`src/hw/rtl/dfcs_pkg.sv`:
```
// dfcs_pkg: shared types, register offsets and byte rules of the disk controller
// configuration space; used by the top level dual_function_ide_pci_config_space_core
// no dependencies
package dfcs_pkg;

  localparam int unsigned ByteW   = 8;
  localparam int unsigned FnDepth = 256;  // bytes of one function's space

  // register offsets with special handling
  localparam logic [7:0] OFF_CMD       = 8'h04;
  localparam logic [7:0] OFF_CMD_HI    = 8'h05;
  localparam logic [7:0] OFF_STATUS_HI = 8'h07;
  localparam logic [7:0] OFF_CMDB_LO   = 8'h10;
  localparam logic [7:0] OFF_CMDB_HI   = 8'h11;
  localparam logic [7:0] OFF_CTLP_LO   = 8'h14;
  localparam logic [7:0] OFF_CTLP_HI   = 8'h15;
  localparam logic [7:0] OFF_DMAB_LO   = 8'h20;
  localparam logic [7:0] OFF_DMAB_HI   = 8'h21;
  localparam logic [7:0] OFF_ROM_0     = 8'h30;
  localparam logic [7:0] OFF_ROM_2     = 8'h32;
  localparam logic [7:0] OFF_ROM_3     = 8'h33;
  localparam logic [7:0] OFF_IRQ_PIN   = 8'h3d;
  localparam logic [7:0] OFF_CHAN_EN   = 8'h50;
  localparam logic [7:0] OFF_TIMING    = 8'h51;

  localparam logic [0:0] OP_READ  = 1'b0;
  localparam logic [0:0] OP_WRITE = 1'b1;

  typedef enum logic [0:0] {
    ST_INIT,
    ST_RUN
  } dfcs_state_e;

  // one accepted transaction
  typedef struct packed {
    logic [0:0] opcode;
    logic [2:0] function_number;
    logic [7:0] offset;
    logic [7:0] write_byte;
  } dfcs_item_t;

  // outcome of the write rules for one byte
  typedef struct packed {
    logic       we;
    logic       shared;
    logic [7:0] val;
  } dfcs_wr_t;

  // decode-relevant bytes of one function kept beside the memory
  typedef struct packed {
    logic [7:0] cmd;
    logic [7:0] cmdb_lo;
    logic [7:0] cmdb_hi;
    logic [7:0] ctlp_lo;
    logic [7:0] ctlp_hi;
    logic [7:0] dmab_hi;
  } dfcs_shadow_t;

  localparam dfcs_shadow_t SHADOW_RST = '{
    cmd: 8'h00, cmdb_lo: 8'h01, cmdb_hi: 8'h00,
    ctlp_lo: 8'h01, ctlp_hi: 8'h00, dmab_hi: 8'h00
  };
  localparam logic [7:0] CHAN_EN_RST = 8'h30;

  // power-on contents of one byte
  function automatic logic [7:0] reset_byte(input logic fn1, input logic [7:0] off);
    logic [7:0] b;
    b = 8'h00;
    case (off) inside
      8'h00:         b = 8'h03;
      8'h01:         b = 8'h11;
      8'h02:         b = 8'h04;
      OFF_STATUS_HI: b = 8'h02;
      8'h08:         b = 8'h01;
      8'h0a:         b = 8'h80;
      8'h0b:         b = 8'h01;
      8'h0e:         b = 8'h80;
      OFF_CMDB_LO:   b = 8'h01;
      OFF_CTLP_LO:   b = 8'h01;
      OFF_DMAB_LO:   b = 8'h01;
      8'h2c:         b = 8'h03;
      8'h2d:         b = 8'h11;
      8'h2e:         b = 8'h04;
      OFF_IRQ_PIN:   b = fn1 ? 8'h02 : 8'h01;
      8'h40, 8'h41, 8'h44, 8'h45: b = 8'ha7;
      8'h42, 8'h46:  b = 8'h20;
      8'h43, 8'h47:  b = 8'h01;
      OFF_CHAN_EN:   b = CHAN_EN_RST;
      default:       b = 8'h00;
    endcase
    return b;
  endfunction

  // per-offset write rules: masks, forced bits, write-one-to-clear, shared bytes
  function automatic dfcs_wr_t write_rule(input logic fn1, input logic [7:0] off,
                                          input logic [7:0] v, input logic [7:0] old);
    dfcs_wr_t r;
    r.we     = 1'b1;
    r.shared = 1'b0;
    r.val    = v;
    case (off) inside
      OFF_CMD:       r.val = v & 8'h07;
      OFF_CMD_HI:    r.val = v & 8'h01;
      OFF_STATUS_HI: r.val = old & ~(v & 8'hb8);
      OFF_CMDB_LO:   r.val = (v & 8'hf8) | 8'h01;
      OFF_CTLP_LO:   r.val = (v & 8'hfc) | 8'h01;
      OFF_DMAB_LO:   r.val = 8'h01;
      8'h0d, [8'h11:8'h13], [8'h15:8'h17], [8'h21:8'h23], [8'h28:8'h2f], 8'h3c,
      [8'h40:8'h4f], [8'h5b:8'hff]: r.val = v;
      OFF_ROM_0: begin
        r.we  = ~fn1;
        r.val = v & 8'h01;
      end
      OFF_ROM_2: begin
        r.we  = ~fn1;
        r.val = v & 8'hfe;
      end
      OFF_ROM_3:     r.we = ~fn1;
      OFF_CHAN_EN: begin
        r.shared = 1'b1;
        r.val    = v & 8'hf3;
      end
      OFF_TIMING: begin
        r.shared = 1'b1;
        r.val    = v & 8'hf0;
      end
      [8'h52:8'h5a]: r.shared = 1'b1;
      default:       r.we = 1'b0;
    endcase
    return r;
  endfunction

endpackage

```
`src/hw/rtl/dfcs_ram.sv`:
```
// dfcs_ram: generic single-port-write, single-port-read ram with registered read
// no dependencies
module dfcs_ram #(
  parameter int unsigned Width = 8,
  parameter int unsigned Depth = 256
) (
  input  logic                     clk_i,
  input  logic                     we_i,
  input  logic [$clog2(Depth)-1:0] waddr_i,
  input  logic [Width-1:0]         wdata_i,
  input  logic                     re_i,
  input  logic [$clog2(Depth)-1:0] raddr_i,
  output logic [Width-1:0]         rdata_o
);

  logic [Width-1:0] mem_q [Depth];
  logic [Width-1:0] rdata_q;

  always_ff @(posedge clk_i) begin
    if (we_i) begin
      mem_q[waddr_i] <= wdata_i;
    end
    if (re_i) begin
      rdata_q <= mem_q[raddr_i];
    end
  end

  assign rdata_o = rdata_q;

endmodule

```
`src/hw/rtl/dual_function_ide_pci_config_space_core.sv`:
```
// dual_function_ide_pci_config_space_core: configuration space of a two-function
// disk controller; depends on dfcs_pkg and dfcs_ram
//
// usage
//  - s_axis carries one byte access per transaction: tuser is the opcode (0 read,
//    1 write), tdata holds function number, offset and write data
//  - m_axis returns one result per access: the read byte and the port decodes of
//    the addressed function as they stand after the access
//  - cfg_we_i/cfg_wdata_i write the onboard enable; write it only while idle
//  - an access goes through the write-back stage and the output register to m_axis
//  - throughput: one access per cycle while m_axis_tready stays high; each access reads
//    its byte from the per-function ram at acceptance and writes it back when it
//    leaves the write-back stage; a one-entry forward register covers a read of the
//    byte being written back; after reset both rams are loaded with their power-on
//    contents, one offset of both functions per cycle for all 256 offsets, with s_axis_tready low meanwhile
//  - when m_axis_tready is low the result waits in the output register; one
//    more access can be held in the write-back stage, then tready drops
//  - a function number above 1 reads 0xff, ignores writes and decodes to zero
module dual_function_ide_pci_config_space_core (
  input  logic        clk_i,
  input  logic        rst_ni,
  // configuration register
  input  logic        cfg_we_i,
  input  logic        cfg_wdata_i,      // onboard_enable
  // access stream
  input  logic        s_axis_tvalid,
  output logic        s_axis_tready,
  input  logic [23:0] s_axis_tdata,     // function_number[2:0], offset[10:3],
                                        // write_byte[18:11], zero fill
  input  logic        s_axis_tuser,     // opcode
  // result stream
  output logic        m_axis_tvalid,
  input  logic        m_axis_tready,
  output logic [63:0] m_axis_tdata      // read_byte[7:0], command_base[23:8],
                                        // control_port[39:24], channel_decode_on[40],
                                        // dma_base[56:41], dma_decode_on[57], zero fill
);
  import dfcs_pkg::*;

  localparam int unsigned AddrW = $clog2(FnDepth);

  // init sweep control
  dfcs_state_e      st_q, st_d;
  logic [AddrW-1:0] init_cnt_q, init_cnt_d;
  logic             init_last;

  // configuration register
  logic onboard_q;

  // write-back stage
  dfcs_item_t s1_q;
  logic       s1_vld_q, s1_vld_d;
  logic       s1_adv;
  logic       in_accept;

  // ram ports
  logic             ram_we [2];
  logic [7:0]       ram_wd [2];
  logic [7:0]       ram_rd [2];
  logic [AddrW-1:0] ram_wa;

  // forward register for the last written byte
  logic       fwd_vld_q;
  logic [7:0] fwd_off_q;
  logic [7:0] fwd_data_q;
  logic [1:0] fwd_mask_q;

  // decode shadows
  dfcs_shadow_t sh_q [2];
  dfcs_shadow_t sh_d [2];
  logic [7:0]   chan_en_q, chan_en_d;

  // access evaluation
  logic         fn_sel;
  logic         fn_absent;
  logic [7:0]   old_byte;
  dfcs_wr_t     wr;
  logic         do_wr;
  dfcs_shadow_t cur;
  logic [15:0]  cmdb, ctlp, dmab;
  logic         chon, dmon;
  logic [7:0]   rd_byte;
  logic [63:0]  result;

  // output register
  logic        m_vld_q, m_vld_d;
  logic [63:0] m_data_q;

  // ---------------------------------------------------------------- init fsm
  always_ff @(posedge clk_i or negedge rst_ni) begin
    if (!rst_ni) begin
      st_q       <= ST_INIT;
      init_cnt_q <= '0;
    end else begin
      st_q       <= st_d;
      init_cnt_q <= init_cnt_d;
    end
  end

  always_comb begin
    st_d       = st_q;
    init_cnt_d = init_cnt_q;
    init_last  = (init_cnt_q == AddrW'(FnDepth - 1));
    case (st_q)
      ST_INIT: begin
        init_cnt_d = init_cnt_q + AddrW'(1);
        if (init_last) begin
          st_d = ST_RUN;
        end
      end
      ST_RUN:  st_d = ST_RUN;
      default: st_d = ST_INIT;
    endcase
  end

  // ---------------------------------------------------------------- config
  always_ff @(posedge clk_i or negedge rst_ni) begin
    if (!rst_ni) begin
      onboard_q <= 1'b1;
    end else if (cfg_we_i) begin
      onboard_q <= cfg_wdata_i;
    end
  end

  // ---------------------------------------------------------------- handshake
  assign s1_adv        = s1_vld_q && (!m_vld_q || m_axis_tready);
  assign s_axis_tready = (st_q == ST_RUN) && (!s1_vld_q || s1_adv);
  assign in_accept     = s_axis_tvalid && s_axis_tready;

  always_comb begin
    s1_vld_d = s1_vld_q;
    if (in_accept) begin
      s1_vld_d = 1'b1;
    end else if (s1_adv) begin
      s1_vld_d = 1'b0;
    end
  end

  always_ff @(posedge clk_i or negedge rst_ni) begin
    if (!rst_ni) begin
      s1_vld_q <= 1'b0;
    end else begin
      s1_vld_q <= s1_vld_d;
    end
  end

  // payload of the accepted transaction
  always_ff @(posedge clk_i) begin
    if (in_accept) begin
      s1_q.opcode          <= s_axis_tuser;
      s1_q.function_number <= s_axis_tdata[2:0];
      s1_q.offset          <= s_axis_tdata[10:3];
      s1_q.write_byte      <= s_axis_tdata[18:11];
    end
  end

  // ---------------------------------------------------------------- rams
  // one ram per function so shared bytes update both in the same cycle
  for (genvar f = 0; f < 2; f++) begin : g_fn
    dfcs_ram #(
      .Width (ByteW),
      .Depth (FnDepth)
    ) u_ram (
      .clk_i   (clk_i),
      .we_i    (ram_we[f]),
      .waddr_i (ram_wa),
      .wdata_i (ram_wd[f]),
      .re_i    (in_accept),
      .raddr_i (s_axis_tdata[10:3]),
      .rdata_o (ram_rd[f])
    );
  end

  // ---------------------------------------------------------------- access
  assign fn_sel    = s1_q.function_number[0];
  assign fn_absent = (s1_q.function_number[2:1] != 2'b00);

  // a byte written back at the edge of our read comes from the forward register
  assign old_byte = (fwd_vld_q && (fwd_off_q == s1_q.offset) && fwd_mask_q[fn_sel])
                    ? fwd_data_q : ram_rd[fn_sel];

  assign wr    = write_rule(fn_sel, s1_q.offset, s1_q.write_byte, old_byte);
  assign do_wr = s1_adv && (s1_q.opcode == OP_WRITE) && !fn_absent && wr.we;

  always_comb begin
    if (st_q == ST_INIT) begin
      ram_wa    = init_cnt_q;
      ram_we[0] = 1'b1;
      ram_we[1] = 1'b1;
      ram_wd[0] = reset_byte(1'b0, init_cnt_q);
      ram_wd[1] = reset_byte(1'b1, init_cnt_q);
    end else begin
      ram_wa    = s1_q.offset;
      ram_we[0] = do_wr && (!fn_sel || wr.shared);
      ram_we[1] = do_wr && (fn_sel || wr.shared);
      ram_wd[0] = wr.val;
      ram_wd[1] = wr.val;
    end
  end

  always_ff @(posedge clk_i or negedge rst_ni) begin
    if (!rst_ni) begin
      fwd_vld_q <= 1'b0;
    end else if (do_wr) begin
      fwd_vld_q <= 1'b1;
    end
  end

  always_ff @(posedge clk_i) begin
    if (do_wr) begin
      fwd_off_q  <= s1_q.offset;
      fwd_data_q <= wr.val;
      fwd_mask_q <= {ram_we[1], ram_we[0]};
    end
  end

  // shadows follow every write so decodes need no extra ram ports
  always_comb begin
    sh_d[0]   = sh_q[0];
    sh_d[1]   = sh_q[1];
    chan_en_d = chan_en_q;
    if (do_wr) begin
      case (s1_q.offset)
        OFF_CMD:     sh_d[fn_sel].cmd     = wr.val;
        OFF_CMDB_LO: sh_d[fn_sel].cmdb_lo = wr.val;
        OFF_CMDB_HI: sh_d[fn_sel].cmdb_hi = wr.val;
        OFF_CTLP_LO: sh_d[fn_sel].ctlp_lo = wr.val;
        OFF_CTLP_HI: sh_d[fn_sel].ctlp_hi = wr.val;
        OFF_DMAB_HI: sh_d[fn_sel].dmab_hi = wr.val;
        OFF_CHAN_EN: chan_en_d            = wr.val;
        default:     chan_en_d            = chan_en_q;
      endcase
    end
  end

  always_ff @(posedge clk_i or negedge rst_ni) begin
    if (!rst_ni) begin
      sh_q[0]   <= SHADOW_RST;
      sh_q[1]   <= SHADOW_RST;
      chan_en_q <= CHAN_EN_RST;
    end else begin
      sh_q[0]   <= sh_d[0];
      sh_q[1]   <= sh_d[1];
      chan_en_q <= chan_en_d;
    end
  end

  // decodes of the addressed function after the access
  assign cur  = sh_d[fn_sel];
  assign cmdb = {cur.cmdb_hi, cur.cmdb_lo & 8'hf8};
  assign ctlp = {cur.ctlp_hi, cur.ctlp_lo & 8'hfc} + 16'd2;
  assign dmab = {cur.dmab_hi, 8'h00};
  // channel bit: bit 4 for function 0, bit 5 for function 1
  assign chon = onboard_q && chan_en_d[{2'b10, fn_sel}] && cur.cmd[0] &&
                (cmdb != 16'd0) && (ctlp != 16'd0);
  assign dmon = onboard_q && cur.cmd[0] && cur.cmd[2];

  always_comb begin
    if (fn_absent) begin
      rd_byte = (s1_q.opcode == OP_READ) ? 8'hff : 8'h00;
      result  = {56'd0, rd_byte};
    end else begin
      rd_byte = (s1_q.opcode == OP_READ) ? old_byte : 8'h00;
      result  = {6'd0, dmon, dmab, chon, ctlp, cmdb, rd_byte};
    end
  end

  // ---------------------------------------------------------------- output
  always_comb begin
    m_vld_d = m_vld_q;
    if (s1_adv) begin
      m_vld_d = 1'b1;
    end else if (m_axis_tready) begin
      m_vld_d = 1'b0;
    end
  end

  always_ff @(posedge clk_i or negedge rst_ni) begin
    if (!rst_ni) begin
      m_vld_q <= 1'b0;
    end else begin
      m_vld_q <= m_vld_d;
    end
  end

  always_ff @(posedge clk_i) begin
    if (s1_adv) begin
      m_data_q <= result;
    end
  end

  assign m_axis_tvalid = m_vld_q;
  assign m_axis_tdata  = m_data_q;

  // ---------------------------------------------------------------- checks
  // no access may reach the rams while they are being loaded
  a_no_accept_in_init: assert property (@(posedge clk_i) disable iff (!rst_ni)
    in_accept |-> st_q == ST_RUN)
    else $error("access accepted during ram load");

  // function 1 never writes the rom window bytes
  a_fn1_rom_ro: assert property (@(posedge clk_i) disable iff (!rst_ni)
    (st_q == ST_RUN) && ram_we[1] |->
      !(ram_wa == OFF_ROM_0 || ram_wa == 8'h31 || ram_wa == OFF_ROM_2 ||
        ram_wa == OFF_ROM_3))
    else $error("function 1 wrote a read-only rom byte");

  // shared bytes land in both functions with the same value
  a_shared_both: assert property (@(posedge clk_i) disable iff (!rst_ni)
    (st_q == ST_RUN) && (ram_we[0] || ram_we[1]) && wr.shared |->
      ram_we[0] && ram_we[1] && (ram_wd[0] == ram_wd[1]))
    else $error("shared byte written into one function only");

  // a new result only follows a transaction in the write-back stage
  a_result_source: assert property (@(posedge clk_i) disable iff (!rst_ni)
    $rose(m_vld_q) |-> $past(s1_vld_q))
    else $error("result without a transaction");

endmodule

```
`config.mk`:
```
export PLATFORM = sky130hd
export DESIGN_NAME = dual_function_ide_pci_config_space_core
export DESIGN_NICKNAME = d
export VERILOG_FILES = /design/src/hw/rtl/dfcs_pkg.sv /design/src/hw/rtl/dfcs_ram.sv /design/src/hw/rtl/dual_function_ide_pci_config_space_core.sv
export SDC_FILE = /design/constraint.sdc
export NUM_CORES = 2
export LEC_CHECK = 0
export ABC_AREA = 0
export BUFFER_PORTS_ARGS = -buffer_cell sky130_fd_sc_hd__clkbuf_2
export CORE_UTILIZATION = 57
export DETAILED_ROUTE_END_ITERATION = 8
export GPL_ROUTABILITY_DRIVEN = 0
export PLACE_DENSITY = 0.76
export SLEW_MARGIN = 10
export SYNTH_ARGS = -nofsm -noshare
export SYNTH_HDL_FRONTEND = slang
export SYNTH_SLANG_ARGS = --single-unit
export TNS_END_PERCENT = 100
```
`constraint.sdc`:
```
create_clock -name clk_i -period 19.25 [get_ports clk_i]
set_input_delay 1.925 -clock clk_i [delete_from_list [all_inputs] [get_ports clk_i]]
set_output_delay 1.925 -clock clk_i [all_outputs]
set_load 0.1 [all_outputs]
```
Word level (Yosys, flattened, before mapping):

Memories as Yosys holds them, arrays and structs flattened. A register that Yosys moved wholly into a read port is not among the register bits.
Cells that the tools add are included.

* bits in registers: 217
* bits in writable memories: 4096
* bits of input ports: 31
* logic and storage cells: 258
* memories: 2

* add/subtract/negate cells: 2
* order comparisons: 18
* equal/unequal tests: 41
* multiplexer cells: 118
* bitwise gates (word level): 5
* reduce and logical (&&, ||, !) cells: 43

Memory list
* g_fn[0].u_ram.mem_q: depth 256, bits a word 8, read ports 1, clocked after memory_dff 1, write ports 1, line dfcs_ram.sv:16 `logic [Width-1:0] mem_q [Depth];`
* g_fn[1].u_ram.mem_q: depth 256, bits a word 8, read ports 1, clocked after memory_dff 1, write ports 1, line dfcs_ram.sv:16

Operators with widths (count)
* 96-bit bitwise mux: 6
* 96-bit one-hot mux with 6 select lines: 1
* 8-bit 2-to-1 mux: 48
* 48-bit demux with 1-bit select: 6
* 43-bit 2-to-1 mux: 3
* 96-bit 2-to-1 mux: 1
* 8-bit by 6-bit == test with 1-bit output (second input constant): 11
* 8-bit by 7-bit == test with 1-bit output (second input constant): 11
* 8-bit by 5-bit == test with 1-bit output (second input constant): 6
* 48-bit 2-to-1 mux: 1
* 8-bit by 4-bit == test with 1-bit output (second input constant): 5
* 40-bit 2-to-1 mux: 1
* 1-bit 2-to-1 mux: 36
* 8-bit by 3-bit == test with 1-bit output (second input constant): 4
* 16-bit 2-to-1 mux: 2
* 32-bit 2-to-1 mux: 1
* 16-bit nonzero test: 2
* 6-bit 2-to-1 mux: 5
* 8-bit by 7-bit >= comparator with 1-bit output (second input constant): 3
* 1-bit logical AND: 24
* 24-bit 2-to-1 mux: 1
* 16-bit by 2-bit adder with 16-bit output (second input constant): 1
* 8-bit by 5-bit >= comparator with 1-bit output (second input constant): 2
* 8-bit by 6-bit >= comparator with 1-bit output (second input constant): 2
* other kinds (28): 44

Longest topological paths before layout:

* depth after elaboration: 23
* mapped depth: 11

By module:

Synthesis repeated with hierarchy kept, for this count alone.

* cells, all modules: 8229
* area, all modules: 168036.2 um^2

Modules (own cells, without submodules)
* dfcs_ram: times used 2, cells an instance 3733, area each 79636.4 um^2, sequential area each 61739.2 um^2
* dual_function_ide_pci_config_space_core: times used 1, cells an instance 763, area each 8763.4 um^2, sequential area each 4753.3 um^2

Worst setup path after synthesis:

Ideal clock, no wire load.

* path type: reg2reg
* start: reg s1_q[13] (netlist bit)
* end: mem g_fn[0].u_ram.mem_q[0][4], data pin
* data arrival time: 15.609 ns
* setup slack: 0.693 ns
* stages on the path, launching flop included: 10
* buffers on the path: 3
* period minus slack after synthesis: 18.557 ns
* cell sequence: edfxtp_1 > buf_2 > xnor2_1 > and4_1 > clkbuf_1 > a31oi_1 > or2_1 > o31a_1 > clkbuf_1 > a21oi_1

* cells in the longest elaborated chain, start to end: 11
* elaborated cells between the ends (all ways): 42
* classes of those cells: order compare (12); eq/ne (10); mux (10); bitwise (1); reduce/logical (9)

Ends and longest elaborated chain
* from (decl): line dual_function_ide_pci_config_space_core.sv:51 `dfcs_item_t s1_q;`
* 8-bit by 5-bit >= comparator with 1-bit output (implied by the code), or another cell as far along: line dual_function_ide_pci_config_space_core.sv:182 `assign wr = write_rule(fn_sel, s1_q.offset, s1_q.write_byte, old_byte);`
* 1-bit logical AND (implied by the code): line dual_function_ide_pci_config_space_core.sv:182
* 8-bit OR reduction: line dfcs_pkg.sv:101 `case (off) inside`
* 8-bit 2-to-1 mux (6 in series): line dfcs_pkg.sv:101
* 8-bit 2-to-1 mux *: line dfcs_pkg.sv:101
* 16-bit 2-to-1 mux *: line dual_function_ide_pci_config_space_core.sv:186 `if (st_q == ST_INIT) begin`
* via g_fn[0].u_ram.wdata_i[4]: line dfcs_ram.sv:10 `input logic [Width-1:0] wdata_i,`
* to (decl): line dfcs_ram.sv:16

Mark *: on every way through the listed nets, which the timed path passes. The rest lies on a longest branch.

==> metrics.txt <==
post-CTS setup buffer count=0; # H-tree levels=5; CORE AREA=289,000 um2; Fill cells=17,981; worst path required time=19.99 ns; hold_buf cts=0; multi-input logic area=36,000 um2; Synth Area in XOR/XNOR=0.0790%; Post-synth EDFFs=4,196; Non-Filler Instances=12,516; Final HPWL DP=223 mm; vias in the first global route=84,548; Worst-Margin Slew=1.38 ns; pin count of the biggest net entering global routing=257; number of routed nets with antenna violations=0; critical path class=in -> reg; Via-to-Cell Ratio=6.60; Reg clk slew, reported paths=0.06 ns; Post-Synthesis Cells=8,170; adder-cell share of the synthesized area=0.0301%; FP Rows=197; Num CTS Buffers=411; fin crit share=37.6%; main combinational cell family by area after synthesis=multiplexers; Startpoint Class=primary input; most frequent cells after synthesis=edfxtp_1 (4,196), mux4_2 (1,024), nor2_1 (619); drt wl/cell=30.7 um; mean post-synth cell area=20.4 um2; leakage=66.0 nW; DRT iter0 DRCs=10,325; Yosys reg bits=4,285; clk sinks=4,285; Pins Over Slew Limit=0; Synth Area in Compound Gates=4.15%; Worst R2R Path Depth=10; sequential share of the synthesized area=77.1%; ranking of synthesized cells by area=edfxtp_1 (76%), mux4_2 (14%), a22oi_1 (2.3%); asr flop ratio synth=2.08%; Die Ht=542 um; FF-to-FF End=g_fn[1].u_ram.mem_q[43][3]; ys flop type=edfxtp_1; Die W=542 um; router iterations before antenna repair=6; yosys warns=0; placed insts=11,745; Max FO, Critical Path=84; count leader, synth=edfxtp_1; IO Pins=97; post-route minimum period=7.24 ns; Slew HR=7.37%; Starting Density=57.5%; first-pass GRT wire length=563 mm; multiplexer area fraction after synthesis=14.1%; outcome=finished, final reports clean; Min-Delay Endpoint=sh_q[9]; r2r setup slk=12.96 ns; max cap viols=0; vias=82,605; initial antenna violation count=9; Final nets=8,314; worst hold stages=2; Final Util=63.8%; final-report setup violation count=0; Synth Area in Simple Gates=3.04%; min-delay worst type=reg -> reg; Root Buffer=clkbuf_16; Critical R2R Launch=fn_sel; Worst Clk Skew=0.115 ns; CTS tree=done; GRT overflow=0; hold_sp=sh_q[9]; Residual DRC=0; Yosys top cell by area=edfxtp_1; Die ar.=294,000 um2; pwr dens=100 nW/um2; Worst-Skew Late Latency=0.99 ns; crit path DAT=7.97 ns; fmax=138 MHz; mapped cell area=166,000 um2; Reg area=128,000 um2; Resize count post-CTS=0; Area Overhead vs Synth=11.0%; Synth top area share=75.8%; crit path capture type=register; synth unique cells=73; setup TNS=0 ns; hold violation count in the final report=0; global-route usage over all layers=26.2%; input/output buffers=73; RSZ-0062 raised after global routing=false; share of cells above drive strength 1=22.4%; worst setup path start=s_axis_tdata[4]; Peak VDD IR=0.0876 mV; Post-Route WL=385 mm; clk buf depth=4
-- registers in the layout, indices dropped and copies added, names as in the netlist, 2 cells and up --
| register | flops |
|---|---|
| s1_q | 19 |
| g_fn.u_ram.mem_q | 4096 |
| fwd_data_q | 8 |
| m_axis_tdata | 46 |
| fwd_off_q | 8 |
| sh_q | 74 |
| chan_en_q | 2 |
| fwd_mask_q | 2 |
| init_cnt_q | 8 |
| g_fn.u_ram.rdata_o | 16 |
-- area by class of cell --
cell class                      count  area share (%)
Antenna cell                       10          0.0136
Sequential cell                  4285            69.5
Multi-Input combinational cell   3329            19.5
Clock inverter                    263            1.52
Tap cell                         3880            2.63
Clock buffer                      497            5.80
Timing Repair Buffer              226           0.991
Inverter                           26          0.0529
-- power by group --
part	switching (mW)	total [mW]	internal (mW)
logic	0.233	0.344	0.111
clock network	3.48	8.06	4.58
registers	0.000221	10.1	10.1
total	3.72	18.5	14.8
-- worst max-delay path by stage --
| stage | slack (ns) | end | cells after the start |
|---|---|---|---|
| global route | 12.03 | g_fn[0].u_ram.rdata_o[1] | 11 |
| finish | 12.01 | g_fn[0].u_ram.rdata_o[4] | 11 |
| detailed placement | 11.03 | g_fn[0].u_ram.rdata_o[6] | 12 |
| floorplan | 0.69 | g_fn[0].u_ram.mem_q[0][4] | 9 |
| global placement | 11.02 | g_fn[0].u_ram.rdata_o[2] | 12 |
| CTS | 12.08 | g_fn[0].u_ram.rdata_o[6] | 12 |
-- worst max-delay path: stages --
cell and delay, ns:
buf_8 0.57, buf_4 0.69, buf_4 0.73, buf_4 0.65, buf_4 0.68, mux4_2 0.43
a22oi_1 0.18, a21oi_1 0.19, nor4_1 1.14, o22ai_1 0.23, or2_1 0.29
-- kinds of logic after synthesis --
kind of cell	count (synthesis)
buffers and inverters	573
xor gates and xnor gates	15
AOI/OAI and AO/OA	1048
and+or+nand+nor	1187
adders and majority gates	4
muxes	1057
DFF	4285
other	1
-- through the flow --
step	power (mW)	worst slack, ns	instance area (um2)	hold WS (ns)
3_3_place_gp	10.6	11.02	171000	0.455
3_5_place_dp	10.6	11.03	171000	0.468
2_1_floorplan	10.5	0.693	166000	0.421
6_report	18.5	12.01	185000	0.483
4_1_cts	18.6	12.08	184000	0.481
5_1_grt	18.9	12.03	185000	0.502
-- layer usage --
layer	global-route usage (%)	vias up	part of all wire, %
met5	0	-	0.021
met4	10.5	10	4.4
met3	6.49	778	11
met2	41.8	4898	48
met1	35.0	42887	36
li1	-	34032	-
-- cell usage in the layout (no fill, tap or decap), types with 10 or more instances in the layout --
cell	instances
conb_1	18
clkbuf_2	70
nand2_1	349
nor2_1	594
clkbuf_16	413
clkinv_16	12
a211oi_1	48
a21oi_1	316
clkbuf_1	78
or2_1	18
buf_4	130
nor3_1	18
diode_2	10
nand2b_1	11
bufinv_16	44
nand4_1	10
mux2_2	21
nor4_1	70
nor2_4	20
mux2i_1	11
clkinv_1	102
clkinv_2	76
a22oi_1	514
nor2b_1	27
mux4_2	1024
o21ai_0	64
edfxtp_1	4196
clkinvlp_4	10
o22ai_1	35
buf_12	24
inv_1	25
xnor2_1	15
a31oi_1	15
dfrtp_1	86
Note: power is estimated with default switching activity, not from simulation.
